===== src/hw/rtl/prr_pkg.sv =====
// Package for the packet reorder reassembler: slot store geometry, entry
// layout, action codes, sequencer states and slot index helper. No dependencies.
`timescale 1ns / 1ps

package prr_pkg;

  // Slot count; a power of two so that the slot index is the low bits of seq.
  localparam int DEPTH = 16;
  localparam int IDX_W = $clog2(DEPTH);
  localparam int SEQ_W = 16;

  localparam logic ACT_PUSH  = 1'b0;
  localparam logic ACT_CLEAR = 1'b1;

  typedef logic [IDX_W-1:0] idx_t;
  typedef logic [SEQ_W-1:0] seq_t;

  typedef struct packed {
    logic        last;
    logic        first;
    logic [15:0] len;
    logic [15:0] pref;
    seq_t        seq;
  } entry_t;

  typedef enum logic [4:0] {
    ST_IDLE    = 5'b00001,
    ST_SCAN    = 5'b00010,
    ST_XMIT    = 5'b00100,
    ST_EMIT_RD = 5'b01000,
    ST_EMIT_WR = 5'b10000
  } state_t;

  function automatic idx_t slot_of(input seq_t s);
    return s[IDX_W-1:0];
  endfunction

  function automatic seq_t seq_add(input seq_t s, input idx_t off);
    return s + {{(SEQ_W-IDX_W){1'b0}}, off};
  endfunction

endpackage


===== src/hw/rtl/prr_in_if.sv =====
// Input channel of the packet reorder reassembler: one packet or clear beat.
// No dependencies.
`timescale 1ns / 1ps

interface prr_in_if;
  logic        valid;
  logic        ready;
  logic        action;
  logic        pkt_valid;
  logic [15:0] seq_id;
  logic        is_first_frag;
  logic        is_last_frag;
  logic [15:0] payload_ref;
  logic [15:0] payload_len;

  modport source (
    output valid, action, pkt_valid, seq_id, is_first_frag, is_last_frag,
           payload_ref, payload_len,
    input  ready
  );
  modport sink (
    input  valid, action, pkt_valid, seq_id, is_first_frag, is_last_frag,
           payload_ref, payload_len,
    output ready
  );
endinterface


===== src/hw/rtl/prr_out_if.sv =====
// Output channel of the packet reorder reassembler: one fragment beat.
// No dependencies.
`timescale 1ns / 1ps

interface prr_out_if;
  logic        valid;
  logic        ready;
  logic [15:0] out_ref;
  logic [15:0] out_len;
  logic        frame_end;
  logic        run_last;

  modport source (
    output valid, out_ref, out_len, frame_end, run_last,
    input  ready
  );
  modport sink (
    input  valid, out_ref, out_len, frame_end, run_last,
    output ready
  );
endinterface


===== src/hw/rtl/packet_reorder_reassembler.sv =====
// Packet reorder buffer with frame reassembly by handle.
// Push: accept, then a scan of up to DEPTH-1 slots (one slot read per cycle through the
// single memory read port, pipelined with the check), then ST_XMIT for a pass-through
// fragment, ST_EMIT_RD then ST_EMIT_WR per stored fragment emitted and ST_EMIT_RD per
// skipped position, plus output stalls; input is not ready until the item ends.
// Clear and dropped packets stay idle. Sync reset clears head, seen flag, valid bits.
`timescale 1ns / 1ps

module packet_reorder_reassembler
  import prr_pkg::*;
(
  input  logic      clk,
  input  logic      rst,
  prr_in_if.sink    pkt,
  prr_out_if.source frag
);

  state_t           state;
  seq_t             head_seq;
  logic             seen_any;
  logic [DEPTH-1:0] slot_valid;
  entry_t           slot_mem [DEPTH];

  // per-item work registers
  logic             xmit_pend;
  logic [15:0]      item_ref;
  logic [15:0]      item_len;
  idx_t             scan_i;
  idx_t             eval_i;
  logic             eval_vld;
  entry_t           rd_entry;
  logic             rd_valid;
  logic             run_open;
  idx_t             run_start;
  idx_t             adv;
  logic [DEPTH-1:0] emit_mask;
  logic [DEPTH-1:0] end_mask;
  idx_t             emit_k;

  // output register
  logic             out_valid;
  logic [15:0]      out_ref;
  logic [15:0]      out_len;
  logic             out_end;
  logic             out_last;

  logic   accept;
  logic   is_push;
  logic   transit;
  logic   far;
  seq_t   fwd_dist;
  seq_t   bwd_dist;
  logic   mem_we;
  logic   mem_re;
  idx_t   rd_idx;
  logic   out_free;
  logic   issue;
  logic   hit;
  logic   open_n;
  idx_t   start_n;
  logic   close;
  logic   scan_done;
  idx_t   adv_next;
  logic   out_load;
  logic   load_last;
  entry_t wr_entry;

  assign pkt.ready  = (state == ST_IDLE);
  assign accept     = pkt.valid && pkt.ready;
  assign is_push    = accept && (pkt.action == ACT_PUSH) && pkt.pkt_valid;
  assign transit    = (!seen_any || pkt.seq_id == head_seq) &&
                      pkt.is_first_frag && pkt.is_last_frag;
  assign fwd_dist   = pkt.seq_id - head_seq;
  assign bwd_dist   = head_seq - pkt.seq_id;
  assign far        = (fwd_dist > SEQ_W'(DEPTH)) && (bwd_dist > SEQ_W'(DEPTH));
  assign mem_we     = is_push && !transit;
  assign wr_entry   = '{last: pkt.is_last_frag, first: pkt.is_first_frag,
                        len: pkt.payload_len, pref: pkt.payload_ref, seq: pkt.seq_id};

  assign out_free   = !out_valid || frag.ready;
  assign issue      = (state == ST_SCAN) && (scan_i != idx_t'(DEPTH - 1));
  assign rd_idx     = slot_of(seq_add(head_seq, (state == ST_EMIT_RD) ? emit_k : scan_i));
  assign mem_re     = issue || ((state == ST_EMIT_RD) && emit_mask[emit_k]);

  // scan check of the slot read in the previous cycle
  assign hit        = eval_vld && rd_valid && (rd_entry.seq == seq_add(head_seq, eval_i));
  assign open_n     = run_open || rd_entry.first;
  assign start_n    = rd_entry.first ? eval_i : run_start;
  assign close      = hit && open_n && rd_entry.last;
  assign adv_next   = close ? eval_i + idx_t'(1) : adv;
  assign scan_done  = eval_vld && (!hit || eval_i == idx_t'(DEPTH - 2));

  assign out_load   = ((state == ST_XMIT) || (state == ST_EMIT_WR)) && out_free;
  assign load_last  = (state == ST_XMIT) ? (adv == '0) : (emit_k == adv - idx_t'(1));

  always_ff @(posedge clk) begin
    if (mem_we) slot_mem[slot_of(pkt.seq_id)] <= wr_entry;
    if (mem_re) rd_entry <= slot_mem[rd_idx];
  end

  always_ff @(posedge clk) begin
    if (rst) begin
      state      <= ST_IDLE;
      head_seq   <= '0;
      seen_any   <= 1'b0;
      slot_valid <= '0;
      xmit_pend  <= 1'b0;
      scan_i     <= '0;
      eval_i     <= '0;
      eval_vld   <= 1'b0;
      rd_valid   <= 1'b0;
      run_open   <= 1'b0;
      run_start  <= '0;
      adv        <= '0;
      emit_mask  <= '0;
      end_mask   <= '0;
      emit_k     <= '0;
    end else begin
      unique case (state)
        ST_IDLE: begin
          if (accept && (pkt.action == ACT_CLEAR)) begin
            slot_valid <= '0;
            seen_any   <= 1'b0;
          end else if (is_push) begin
            seen_any  <= 1'b1;
            xmit_pend <= transit;
            if (transit) begin
              head_seq <= pkt.seq_id + SEQ_W'(1);
            end else begin
              slot_valid[slot_of(pkt.seq_id)] <= 1'b1;
              if (!seen_any) head_seq <= pkt.seq_id;
              else if (far)  head_seq <= pkt.seq_id - SEQ_W'(DEPTH - 1);
            end
            scan_i    <= '0;
            eval_vld  <= 1'b0;
            run_open  <= 1'b0;
            run_start <= '0;
            adv       <= '0;
            emit_mask <= '0;
            end_mask  <= '0;
            emit_k    <= '0;
            state     <= ST_SCAN;
          end
        end
        ST_SCAN: begin
          eval_vld <= issue;
          if (issue) begin
            rd_valid <= slot_valid[rd_idx];
            eval_i   <= scan_i;
            scan_i   <= scan_i + idx_t'(1);
          end
          if (hit) begin
            run_open  <= open_n && !rd_entry.last;
            run_start <= start_n;
          end
          if (close) begin
            for (int k = 0; k < DEPTH; k++) begin
              if (idx_t'(k) >= start_n && idx_t'(k) <= eval_i) emit_mask[k] <= 1'b1;
            end
            end_mask[eval_i] <= 1'b1;
            adv              <= adv_next;
          end
          if (scan_done) begin
            if (xmit_pend)           state <= ST_XMIT;
            else if (adv_next != '0) state <= ST_EMIT_RD;
            else                     state <= ST_IDLE;
          end
        end
        ST_XMIT: begin
          if (out_free) state <= (adv != '0) ? ST_EMIT_RD : ST_IDLE;
        end
        ST_EMIT_RD: begin
          // positions skipped by a broken run are stepped over
          if (emit_mask[emit_k]) state  <= ST_EMIT_WR;
          else                   emit_k <= emit_k + idx_t'(1);
        end
        ST_EMIT_WR: begin
          if (out_free) begin
            slot_valid[slot_of(seq_add(head_seq, emit_k))] <= 1'b0;
            if (load_last) begin
              head_seq <= seq_add(head_seq, adv);
              state    <= ST_IDLE;
            end else begin
              emit_k <= emit_k + idx_t'(1);
              state  <= ST_EMIT_RD;
            end
          end
        end
        default: state <= ST_IDLE;
      endcase
    end
  end

  // transit fields latched at accept
  always_ff @(posedge clk) begin
    if (is_push) begin
      item_ref <= pkt.payload_ref;
      item_len <= pkt.payload_len;
    end
  end

  always_ff @(posedge clk) begin
    if (rst) begin
      out_valid <= 1'b0;
    end else if (out_load) begin
      out_valid <= 1'b1;
    end else if (frag.ready) begin
      out_valid <= 1'b0;
    end
  end

  always_ff @(posedge clk) begin
    if (out_load) begin
      out_last <= load_last;
      if (state == ST_XMIT) begin
        out_ref <= item_ref;
        out_len <= item_len;
        out_end <= 1'b1;
      end else begin
        out_ref <= rd_entry.pref;
        out_len <= rd_entry.len;
        out_end <= end_mask[emit_k];
      end
    end
  end

  assign frag.valid     = out_valid;
  assign frag.out_ref   = out_ref;
  assign frag.out_len   = out_len;
  assign frag.frame_end = out_end;
  assign frag.run_last  = out_last;

  a_clear_empties: assert property (@(posedge clk) disable iff (rst)
    accept && (pkt.action == ACT_CLEAR) |=> slot_valid == '0)
    else $error("clear left a slot valid");

  a_emit_has_run: assert property (@(posedge clk) disable iff (rst)
    state == ST_EMIT_RD |-> adv != '0 && emit_mask[adv - idx_t'(1)])
    else $error("emit phase without a closed run");

  a_last_to_idle: assert property (@(posedge clk) disable iff (rst)
    out_load && load_last |=> state == ST_IDLE && frag.valid && frag.run_last)
    else $error("final beat did not end the item");

  a_scan_bound: assert property (@(posedge clk) disable iff (rst)
    eval_vld |-> eval_i <= idx_t'(DEPTH - 2))
    else $error("scan ran past DEPTH-1 slots");

  a_emit_slot_valid: assert property (@(posedge clk) disable iff (rst)
    state == ST_EMIT_WR |-> slot_valid[slot_of(seq_add(head_seq, emit_k))])
    else $error("emitting a slot that is not valid");

endmodule


===== src/flat_wrapper.sv =====
// flat-port wrapper written by rule: the top's interface ports become plain ports
module packet_reorder_reassembler_flat import prr_pkg::*;
  (clk, rst, pkt_valid, pkt_action, pkt_pkt_valid, pkt_seq_id, pkt_is_first_frag, pkt_is_last_frag, pkt_payload_ref, pkt_payload_len, pkt_ready, frag_valid, frag_out_ref, frag_out_len, frag_frame_end, frag_run_last, frag_ready);
  prr_in_if pkt_i ();
  prr_out_if frag_i ();
  input  logic clk;
  input  logic rst;
  input wire logic [$bits(pkt_i.valid)-1:0] pkt_valid;
  input wire logic [$bits(pkt_i.action)-1:0] pkt_action;
  input wire logic [$bits(pkt_i.pkt_valid)-1:0] pkt_pkt_valid;
  input wire logic [$bits(pkt_i.seq_id)-1:0] pkt_seq_id;
  input wire logic [$bits(pkt_i.is_first_frag)-1:0] pkt_is_first_frag;
  input wire logic [$bits(pkt_i.is_last_frag)-1:0] pkt_is_last_frag;
  input wire logic [$bits(pkt_i.payload_ref)-1:0] pkt_payload_ref;
  input wire logic [$bits(pkt_i.payload_len)-1:0] pkt_payload_len;
  output wire logic [$bits(pkt_i.ready)-1:0] pkt_ready;
  output wire logic [$bits(frag_i.valid)-1:0] frag_valid;
  output wire logic [$bits(frag_i.out_ref)-1:0] frag_out_ref;
  output wire logic [$bits(frag_i.out_len)-1:0] frag_out_len;
  output wire logic [$bits(frag_i.frame_end)-1:0] frag_frame_end;
  output wire logic [$bits(frag_i.run_last)-1:0] frag_run_last;
  input wire logic [$bits(frag_i.ready)-1:0] frag_ready;
  assign pkt_i.valid = pkt_valid;
  assign pkt_i.action = pkt_action;
  assign pkt_i.pkt_valid = pkt_pkt_valid;
  assign pkt_i.seq_id = pkt_seq_id;
  assign pkt_i.is_first_frag = pkt_is_first_frag;
  assign pkt_i.is_last_frag = pkt_is_last_frag;
  assign pkt_i.payload_ref = pkt_payload_ref;
  assign pkt_i.payload_len = pkt_payload_len;
  assign pkt_ready = pkt_i.ready;
  assign frag_valid = frag_i.valid;
  assign frag_out_ref = frag_i.out_ref;
  assign frag_out_len = frag_i.out_len;
  assign frag_frame_end = frag_i.frame_end;
  assign frag_run_last = frag_i.run_last;
  assign frag_i.ready = frag_ready;
  packet_reorder_reassembler u_core (.clk(clk), .rst(rst), .pkt(pkt_i), .frag(frag_i));
endmodule

===== config.mk =====
export PLATFORM = sky130hd
export DESIGN_NAME = packet_reorder_reassembler_flat
export DESIGN_NICKNAME = d
export VERILOG_FILES = /design/src/hw/rtl/prr_pkg.sv /design/src/hw/rtl/prr_in_if.sv /design/src/hw/rtl/prr_out_if.sv /design/src/hw/rtl/packet_reorder_reassembler.sv /design/src/flat_wrapper.sv
export SDC_FILE = /design/constraint.sdc
export NUM_CORES = 1
export LEC_CHECK = 0
export BUFFER_PORTS_ARGS = -buffer_cell sky130_fd_sc_hd__buf_2
export CORE_MARGIN = 2
export CORE_UTILIZATION = 45
export DETAILED_ROUTE_END_ITERATION = 7
export PLACE_DENSITY = 0.64
export SKIP_CTS_REPAIR_TIMING = 1
export SYNTH_ARGS = -nofsm -noshare
export SYNTH_HDL_FRONTEND = slang
export SYNTH_SLANG_ARGS = --single-unit

===== constraint.sdc =====
create_clock -name clk -period 6.4 [get_ports clk]
set_clock_uncertainty 0.15 [all_clocks]
set_input_delay 0.96 -clock clk [delete_from_list [all_inputs] [get_ports clk]]
set_output_delay 0.96 -clock clk [all_outputs]
set_load 0.02 [all_outputs]

==> Flow_metrics.wiki, run 1 <==
{| class="wikitable"
! Metric !! Value
|-
| I/O pin cnt || around 90
|-
| Synth Register Bits || 1011
|-
| Final Hold Viols || 0
|-
| Critical path start-end classification || flip-flop to flip-flop
|-
| Actual slew at the worst max-slew pin || around 1.2 ns
|-
| Crit start category || flip-flop
|-
| Proportion of layout cells with a drive suffix above 1 || approximately 22%
|-
| Outcome || completed
|-
| Full die area || around 97000 sq um
|-
| Final period util || between 70% and 80%
|-
| Yosys warning total || 0
|-
| Number of buffers created by CTS || 100
|-
| Type of the worst min-delay path || flip-flop to flip-flop
|-
| Cells after synthesis || around 2500
|-
| Floorplan Core Area || 93610 sq um
|-
| Most frequent cells after synthesis || sky130_fd_sc_hd__edfxtp_1, sky130_fd_sc_hd__mux4_2, sky130_fd_sc_hd__nand2_1
|-
| TritonCTS clock tree || done
|-
| Arrival time at the worst endpoint || about 5 ns
|-
| Clock tree sinks || approximately 1000
|-
| Wire length of the first global-routing pass || roughly 150 mm
|-
| Cell taking the most area after synthesis || sky130_fd_sc_hd__edfxtp_1
|-
| Clock Latency Late Sink || 0.67 ns
|-
| Ant. Diodes || 0
|-
| Number of maximum-capacitance constraint violations || 0
|-
| Top fanout value on the critical path || 43
|-
| Sum of negative setup slack || 0 ns
|-
| Async set or reset register ratio after synthesis || 0%
|-
| Sequential-to-total area share from yosys stat || 69.06%
|-
| Maximum level of the CTS H-tree || 3
|-
| Vias per cell || between 5 and 6
|-
| Fill cells || ~7700
|-
| Slew HR || between 20% and 30%
|-
| Clock transition at the register clock pins on the worst setup and hold paths after CTS || 0.06 ns
|-
| Maximum buffer depth of the clock tree || 3
|-
| Top FF cell, synth || sky130_fd_sc_hd__edfxtp_1
|-
| Overall track demand over capacity in global routing || between 20 and 25%
|-
| Number of enable flip-flop cells after synthesis || ~920
|-
| Most used standard cell by instance count after synthesis || sky130_fd_sc_hd__edfxtp_1
|-
| Area contributors post-synth || sky130_fd_sc_hd__edfxtp_1, sky130_fd_sc_hd__mux4_2, sky130_fd_sc_hd__dfxtp_1
|-
| Final estimated routing congestion in global placement || just under 0.9
|-
| PortBufs || 91
|-
| Antenna violations before repair || 0
|-
| Total wirelength of the detailed-routed design || 98.11 mm
|-
| Post-DP HPWL || a little under 60 mm
|-
| Iteration-0 DRC count of the detailed router || 2049
|-
| Crit path required time || around 6.6 ns
|-
| Setup Viol. Count Final || 0
|-
| Average wire per cell in the routed design || about 25 microns
|-
| Time the final worst path needs with I/O delays and setup || ~4.7 ns
|-
| Mean instance size in the synthesized netlist || about 17 sq um
|-
| DR vias || roughly 23000
|-
| Starting density of the core || between 40% and 50%
|-
| Num rows || approximately 110
|-
| Distinct cell type count of the synthesized netlist || between 80 and 90
|-
| Clock tree root driver cell || sky130_fd_sc_hd__clkbuf_16
|-
| Net count after synthesis || about 2600
|-
| Via count of the first global-routing pass || 23896
|-
| Pin count of the biggest net entering global routing || 59
|-
| Number of antenna-violating nets in the routed design || 0
|-
| Total iterations of the first detailed-routing run || 7
|-
| FF+latch area || roughly 29000 sq um
|-
| Element type at the critical path end || flip-flop
|-
| Peak Freq || about 210 MHz
|-
| Max-slew violations || 0
|-
| DIE WIDTH || 311.6 microns
|-
| Mapped cell area || 42590 sq um
|-
| Ratio of total power to cell area || 365.9 nW/um^2
|-
| DIE HEIGHT || between 300 and 400 microns
|-
| Leak Pwr || around 15 nW
|-
| Overflow left after global routing || 0
|-
| Layout area overhead || 12.19%
|-
| Portion of synthesized cell area occupied by the leading cell type || 64.59%
|-
| Drc violations || 0
|-
| Multi-input gate area in the final layout || ~12000 sq um
|-
| Post-layout utilization of the core || 51.04%
|-
| Highest ir drop seen on vdd || roughly 0.32 mV
|-
| Total number of nets in the final design || around 2700
|-
| Setup repair after global routing missed its margin || false
|}
==> per-stage QoR <==
step                      area [sq um]  hold slack (ns)  power (mW)  std cells  setup WS, ns
after floorplan                  42590           0.2608       10.66       2515         1.232
after global placement           44500           0.2788       11.81       3758         1.584
after detailed placement         44500           0.2813       11.85       3758         1.326
after CTS                        47780           0.2894       17.65       3944         1.669
after global routing             47780           0.3083       18.21       3944         1.473
final                            47780           0.2870       17.48       3944         1.686
==> critical path, stage by stage (launching register included) <==
cell                       delay (ns)
sky130_fd_sc_hd__dfxtp_1         0.36
sky130_fd_sc_hd__nor3_1          0.27
sky130_fd_sc_hd__nand3b_1        0.36
sky130_fd_sc_hd__mux2_2          0.42
sky130_fd_sc_hd__ha_4            0.17
sky130_fd_sc_hd__fa_4            1.28
sky130_fd_sc_hd__buf_4           0.46
sky130_fd_sc_hd__mux4_2          0.37
sky130_fd_sc_hd__and2_1          0.17
sky130_fd_sc_hd__a211oi_1        0.30
sky130_fd_sc_hd__a31oi_1         0.09
==> worst paths after layout <==
| kind | start | end | slack, ns | cells after the start |
|---|---|---|---|---|
| min reg2reg | u_core.emit_mask[1]$_SDFFE_PP0P_ | u_core.emit_mask[1]$_SDFFE_PP0P_ | 0.29 | 2 |
| max | u_core.state[4]$_SDFFE_PP0P_ | u_core.rd_entry[27]$_DFFE_PP_ | 1.69 | 10 |
| min | u_core.emit_mask[1]$_SDFFE_PP0P_ | u_core.emit_mask[1]$_SDFFE_PP0P_ | 0.29 | 2 |
| max reg2reg | u_core.state[4]$_SDFFE_PP0P_ | u_core.rd_entry[27]$_DFFE_PP_ | 1.69 | 10 |
==> cells by family after synthesis <==
| group | synth area share, % |
|---|---|
| compound gates | 7.207 |
| fa+ha+maj | 1.833 |
| buf+inv | 1.924 |
| xor+xnor | 1.357 |
| flops | 69.06 |
| mux | 12.70 |
| simple gates | 5.920 |
==> layer usage <==
layer / vias up / GRT usage (%) / wire [microns]
met3: 158 / 3.201 / 5311
li1: 10330 / - / -
met4: 0 / 6.119 / 2722
met2: 688 / 33.21 / 47390
met1: 12062 / 27.97 / 42690
met5: - / 0 / 0
==> where the power goes <==
part | total (mW) | internal [mW] | switching (mW)
clock | 5.81 | 3.34 | 2.47
combinational | 4.09 | 1.83 | 2.27
sequential | 7.58 | 7.41 | 0.172
total | 17.5 | 12.6 | 4.91
==> registers in the layout, indices dropped and copies added, names as in the netlist, 4 cells and up <==
signal and count:
u_core.scan_i 4, u_core.run_start 4, u_core.adv 4, u_core.end_mask 16
u_core.item_ref 16, u_core.state 5, u_core.emit_k 4, u_core.slot_valid 16
u_core.frag.out_ref 16, u_core.slot_mem 800, u_core.head_seq 16, u_core.frag.out_len 16
u_core.rd_entry 50, u_core.item_len 16, u_core.emit_mask 16, u_core.eval_i 4
==> cell usage in the layout (no fill, tap or decap), types with 20 or more instances in the layout <==
cell / netlist / layout
sky130_fd_sc_hd__edfxtp_1: 916 / 916
sky130_fd_sc_hd__mux4_2: 214 / 214
sky130_fd_sc_hd__nand2_1: 174 / 174
sky130_fd_sc_hd__clkbuf_16: 0 / 101
sky130_fd_sc_hd__dfxtp_1: 95 / 95
sky130_fd_sc_hd__buf_2: 13 / 91
sky130_fd_sc_hd__a21oi_1: 89 / 88
sky130_fd_sc_hd__a31oi_1: 67 / 67
sky130_fd_sc_hd__nor2_1: 64 / 62
sky130_fd_sc_hd__a211oi_1: 61 / 61
sky130_fd_sc_hd__ha_1: 56 / 55
sky130_fd_sc_hd__inv_1: 54 / 54
sky130_fd_sc_hd__and2_1: 69 / 54
sky130_fd_sc_hd__xnor2_1: 45 / 43
sky130_fd_sc_hd__mux2_2: 38 / 38
sky130_fd_sc_hd__buf_4: 7 / 36
sky130_fd_sc_hd__nor3_1: 35 / 35
sky130_fd_sc_hd__nand3_1: 33 / 33
sky130_fd_sc_hd__o21ai_0: 32 / 32
sky130_fd_sc_hd__a21o_1: 24 / 24
sky130_fd_sc_hd__clkbuf_1: 92 / 24
sky130_fd_sc_hd__clkinv_1: 1 / 24
sky130_fd_sc_hd__nand4_1: 22 / 22
sky130_fd_sc_hd__a32o_1: 22 / 22
sky130_fd_sc_hd__xor2_1: 21 / 20
==> area by class of cell <==
type                            count  area share (%)
Clock buffer                      127           5.536
Clock inverter                     59           1.323
Inverter                           56          0.4400
Multi-Input combinational cell   1305           26.14
Sequential cell                  1011           61.55
Tap cell                         1254           3.284
Timing Repair Buffer              132           1.728
(Power assumes the default switching activity.)
==> run 2, diff against run 1 <==
--- a/config.mk
+++ b/config.mk
@@ -5,6 +5,7 @@
 export SDC_FILE = /design/constraint.sdc
 export NUM_CORES = 1
 export LEC_CHECK = 0
+export ABC_AREA = 1
 export BUFFER_PORTS_ARGS = -buffer_cell sky130_fd_sc_hd__buf_2
 export CORE_MARGIN = 2
 export CORE_UTILIZATION = 45
==> constraint.sdc (replaced) <==
create_clock -name clk -period 4.4 [get_ports clk]
set_clock_uncertainty 0.15 [all_clocks]
set_input_delay 0.66 -clock clk [delete_from_list [all_inputs] [get_ports clk]]
set_output_delay 0.66 -clock clk [all_outputs]
set_load 0.02 [all_outputs]
==> run 2 against run 1 <==
Against the previous run:
- highest routed layer is now met5
- total power rose by 48%
- largest cell class unchanged
- die area rose by 2.2%
- sequential cell count did not move
==> Flow_metrics.wiki, run 2 <==
{| class="wikitable"
! Metric !! Value
|-
| I/O pin cnt || 92
|-
| Most frequent cells after synthesis || sky130_fd_sc_hd__edfxtp_1, sky130_fd_sc_hd__nor2_1, sky130_fd_sc_hd__nand2_1
|-
| Via count of the first global-routing pass || ~29000
|-
| Overall track demand over capacity in global routing || 23.12%
|-
| Full die area || just under 100000 sq um
|-
| Number of antenna-violating nets in the routed design || 0
|-
| Starting density of the core || between 40% and 50%
|-
| Post-layout utilization of the core || slightly above 50%
|-
| Power Total || between 20 and 30 mW
|-
| Mean instance size in the synthesized netlist || ~12 sq um
|-
| Num rows || around 110
|-
| Max-slew violations || 0
|-
| Yosys warning total || 0
|-
| Clock tree root driver cell || sky130_fd_sc_hd__clkbuf_16
|-
| Final estimated routing congestion in global placement || between 0.9 and 1
|-
| Setup repair after global routing missed its margin || false
|-
| Clock tree sinks || between 1000 and 1500
|-
| DR vias || about 30000
|-
| Cell taking the most area after synthesis || sky130_fd_sc_hd__edfxtp_1
|-
| Type of the worst min-delay path || input pin to flip-flop
|-
| Mapped cell area || between 40000 and 50000 sq um
|-
| Arrival time at the worst endpoint || between 4 and 5 ns
|-
| Final period util || between 80% and 90%
|-
| Setup Viol. Count Final || 0
|-
| Most used standard cell by instance count after synthesis || sky130_fd_sc_hd__edfxtp_1
|-
| Critical path start-end classification || flip-flop to flip-flop
|-
| Area contributors post-synth || sky130_fd_sc_hd__edfxtp_1, sky130_fd_sc_hd__nor2_1, sky130_fd_sc_hd__nand2_1
|-
| Final Hold Viols || 0
|-
| Layout area overhead || 13.63%
|-
| Cells after synthesis || between 3000 and 4000
|-
| Vias per cell || about 5.7
|-
| Total wirelength of the detailed-routed design || ~120 mm
|-
| PortBufs || 91
|-
| Actual slew at the worst max-slew pin || 1.082 ns
|-
| Slew HR || around 28%
|-
| Crit start category || flip-flop
|-
| Time the final worst path needs with I/O delays and setup || between 3 and 4 ns
|-
| Final non-filler cell area || a little under 50000 sq um
|-
| TritonCTS clock tree || done
|-
| Iteration-0 DRC count of the detailed router || around 3100
|-
| Ant. Diodes || 0
|-
| Outcome || completed
|-
| Wire length of the first global-routing pass || ~170 mm
|-
| Ratio of total power to cell area || around 520 nW/um^2
|-
| Clock Latency Late Sink || between 0.6 and 0.7 ns
|-
| Peak Freq || 266.3 MHz
|-
| Most common cell after layout, fill and taps aside || sky130_fd_sc_hd__edfxtp_1
|-
| Number of maximum-capacitance constraint violations || 0
|-
| Commonest cells after routing, fill and taps aside || sky130_fd_sc_hd__edfxtp_1, sky130_fd_sc_hd__nor2_1, sky130_fd_sc_hd__nand2_1
|-
| Async set or reset register ratio after synthesis || 0%
|-
| Average wire per cell in the routed design || about 22 microns
|-
| Top fanout value on the critical path || 65
|-
| Clock transition at the register clock pins on the worst setup and hold paths after CTS || roughly 0.07 ns
|-
| Drc violations || 0
|-
| Largest registers || u_core.slot_mem: 800 flops, u_core.rd_entry: 50 flops
|-
| Overflow left after global routing || 0
|-
| Synth Register Bits || slightly above 1000
|-
| Leak Pwr || between 15 and 20 nW
|-
| Total iterations of the first detailed-routing run || 6
|-
| Portion of synthesized cell area occupied by the leading cell type || a little over three fifths
|-
| Worst-case register-to-register setup slack || 0.64 ns
|-
| Total number of nets in the final design || between 3000 and 4000
|-
| Crit path required time || between 4 and 5 ns
|-
| Maximum buffer depth of the clock tree || 3
|-
| Register ranked first by flip-flop count || u_core.slot_mem
|-
| Maximum level of the CTS H-tree || 3
|-
| Element type at the critical path end || flip-flop
|-
| Pin count of the biggest net entering global routing || about 110
|-
| Proportion of layout cells with a drive suffix above 1 || 10.52%
|-
| DIE HEIGHT || 315.1 microns
|-
| DIE WIDTH || between 300 and 400 microns
|-
| Total cell area at the placement stage || ~46000 sq um
|-
| Distinct cell type count of the synthesized netlist || between 50 and 60
|-
| Highest ir drop seen on vdd || approximately 0.57 mV
|-
| Number of buffers created by CTS || between 100 and 150
|-
| Top FF cell, synth || sky130_fd_sc_hd__edfxtp_1
|-
| Floorplan Core Area || 96280 sq um
|-
| Largest register FFs || 800
|-
| Sequential-to-total area share from yosys stat || 67.52%
|-
| Net count after synthesis || 3862
|-
| Final hold slack || about 0.2 ns
|-
| Post-DP HPWL || between 60 and 70 mm
|-
| Number of enable flip-flop cells after synthesis || slightly above 900
|-
| Antenna violations before repair || 5
|}
-- run 2: cell count changes after synthesis, sizes merged, moves of 68 or more --
cell | previous run | this run
o221ai | 1 | 104
o32ai | 1 | 102
o21ai | 35 | 307
nand2 | 174 | 560
mux2i | 15 | 102
mux4 | 214 | 0
and2 | 71 | 1
clkbuf | 92 | 177
a21oi | 91 | 159
nor2 | 65 | 584
inv | 55 | 201
-- run 2: area by class of cell --
class                           instances  area [sq um]
Fill cell                            8280         46790
Sequential cell                      1011         29410
Multi-Input combinational cell       2323         12790
Clock buffer                          135          2790
Timing Repair Buffer                  210          1649
Tap cell                             1276          1597
Inverter                              202         770.7
Clock inverter                         55         484.2
-- run 2: metal layers --
layer | part of all wire [%] | routed length (microns) | global-route usage, % | up-vias
met4 | 2.2 | 2521 | 6.450 | 4
li1 | - | - | - | 13786
met3 | 6.4 | 7348 | 2.934 | 180
met5 | 0.023 | 27 | 0 | -
met2 | 48 | 55970 | 38.56 | 1046
met1 | 43 | 49570 | 31.89 | 14657
-- run 2: kinds of logic (layout without fill, tap and decap cells) --
family / Yosys count / count (layout) / share of synthesized area (%)
and+or+nand+nor: 1316 / 1316 / 12.25
DFF: 1011 / 1011 / 67.52
AOI/OAI and AO/OA: 784 / 784 / 11.22
buffers and inverters: 412 / 602 / 3.649
muxes: 102 / 102 / 2.344
xor gates and xnor gates: 61 / 61 / 1.227
adders and majority gates: 60 / 60 / 1.793
-- run 2: metrics by stage --
step	setup TNS, ns	cells	setup WS (ns)
2_1_floorplan	-289.42	3746	-0.5347
3_3_place_gp	0	5022	0.5518
3_5_place_dp	0	5022	0.5184
4_1_cts	0	5212	0.6284
5_1_grt	0	5212	0.4095
6_report	0	5212	0.6443
-- run 2: where the power goes --
part / internal [mW] / switching [mW]
Combinational: 2.09 / 4.29
Sequential: 10.8 / 0.175
Clock: 4.83 / 3.64
Total: 17.7 / 8.11
-- run 2: worst paths after layout --
kind | cells after the start | endpoint | startpoint
max | 13 | u_core.rd_entry[46]$_DFFE_PP_ | u_core.state[1]$_SDFFE_PP0P_
min reg2reg | 2 | u_core.end_mask[1]$_SDFFE_PP0P_ | u_core.end_mask[1]$_SDFFE_PP0P_
max reg2reg | 13 | u_core.rd_entry[46]$_DFFE_PP_ | u_core.state[1]$_SDFFE_PP0P_
min | 3 | u_core.seen_any$_SDFFE_PP0P_ | pkt_pkt_valid
-- run 2: critical path: stages (launching register included) --
cell                      delay (ns)
sky130_fd_sc_hd__dfxtp_1        0.34
sky130_fd_sc_hd__nor2_1         0.17
sky130_fd_sc_hd__nand4_1        0.10
sky130_fd_sc_hd__buf_4          0.19
sky130_fd_sc_hd__nand2_1        0.06
sky130_fd_sc_hd__o21ai_0        0.13
sky130_fd_sc_hd__ha_4           0.20
sky130_fd_sc_hd__fa_4           0.91
sky130_fd_sc_hd__buf_12         0.30
sky130_fd_sc_hd__buf_4          0.29
sky130_fd_sc_hd__o21ai_0        0.11
sky130_fd_sc_hd__o32ai_1        0.19
sky130_fd_sc_hd__nand2_1        0.15
sky130_fd_sc_hd__a31oi_1        0.23
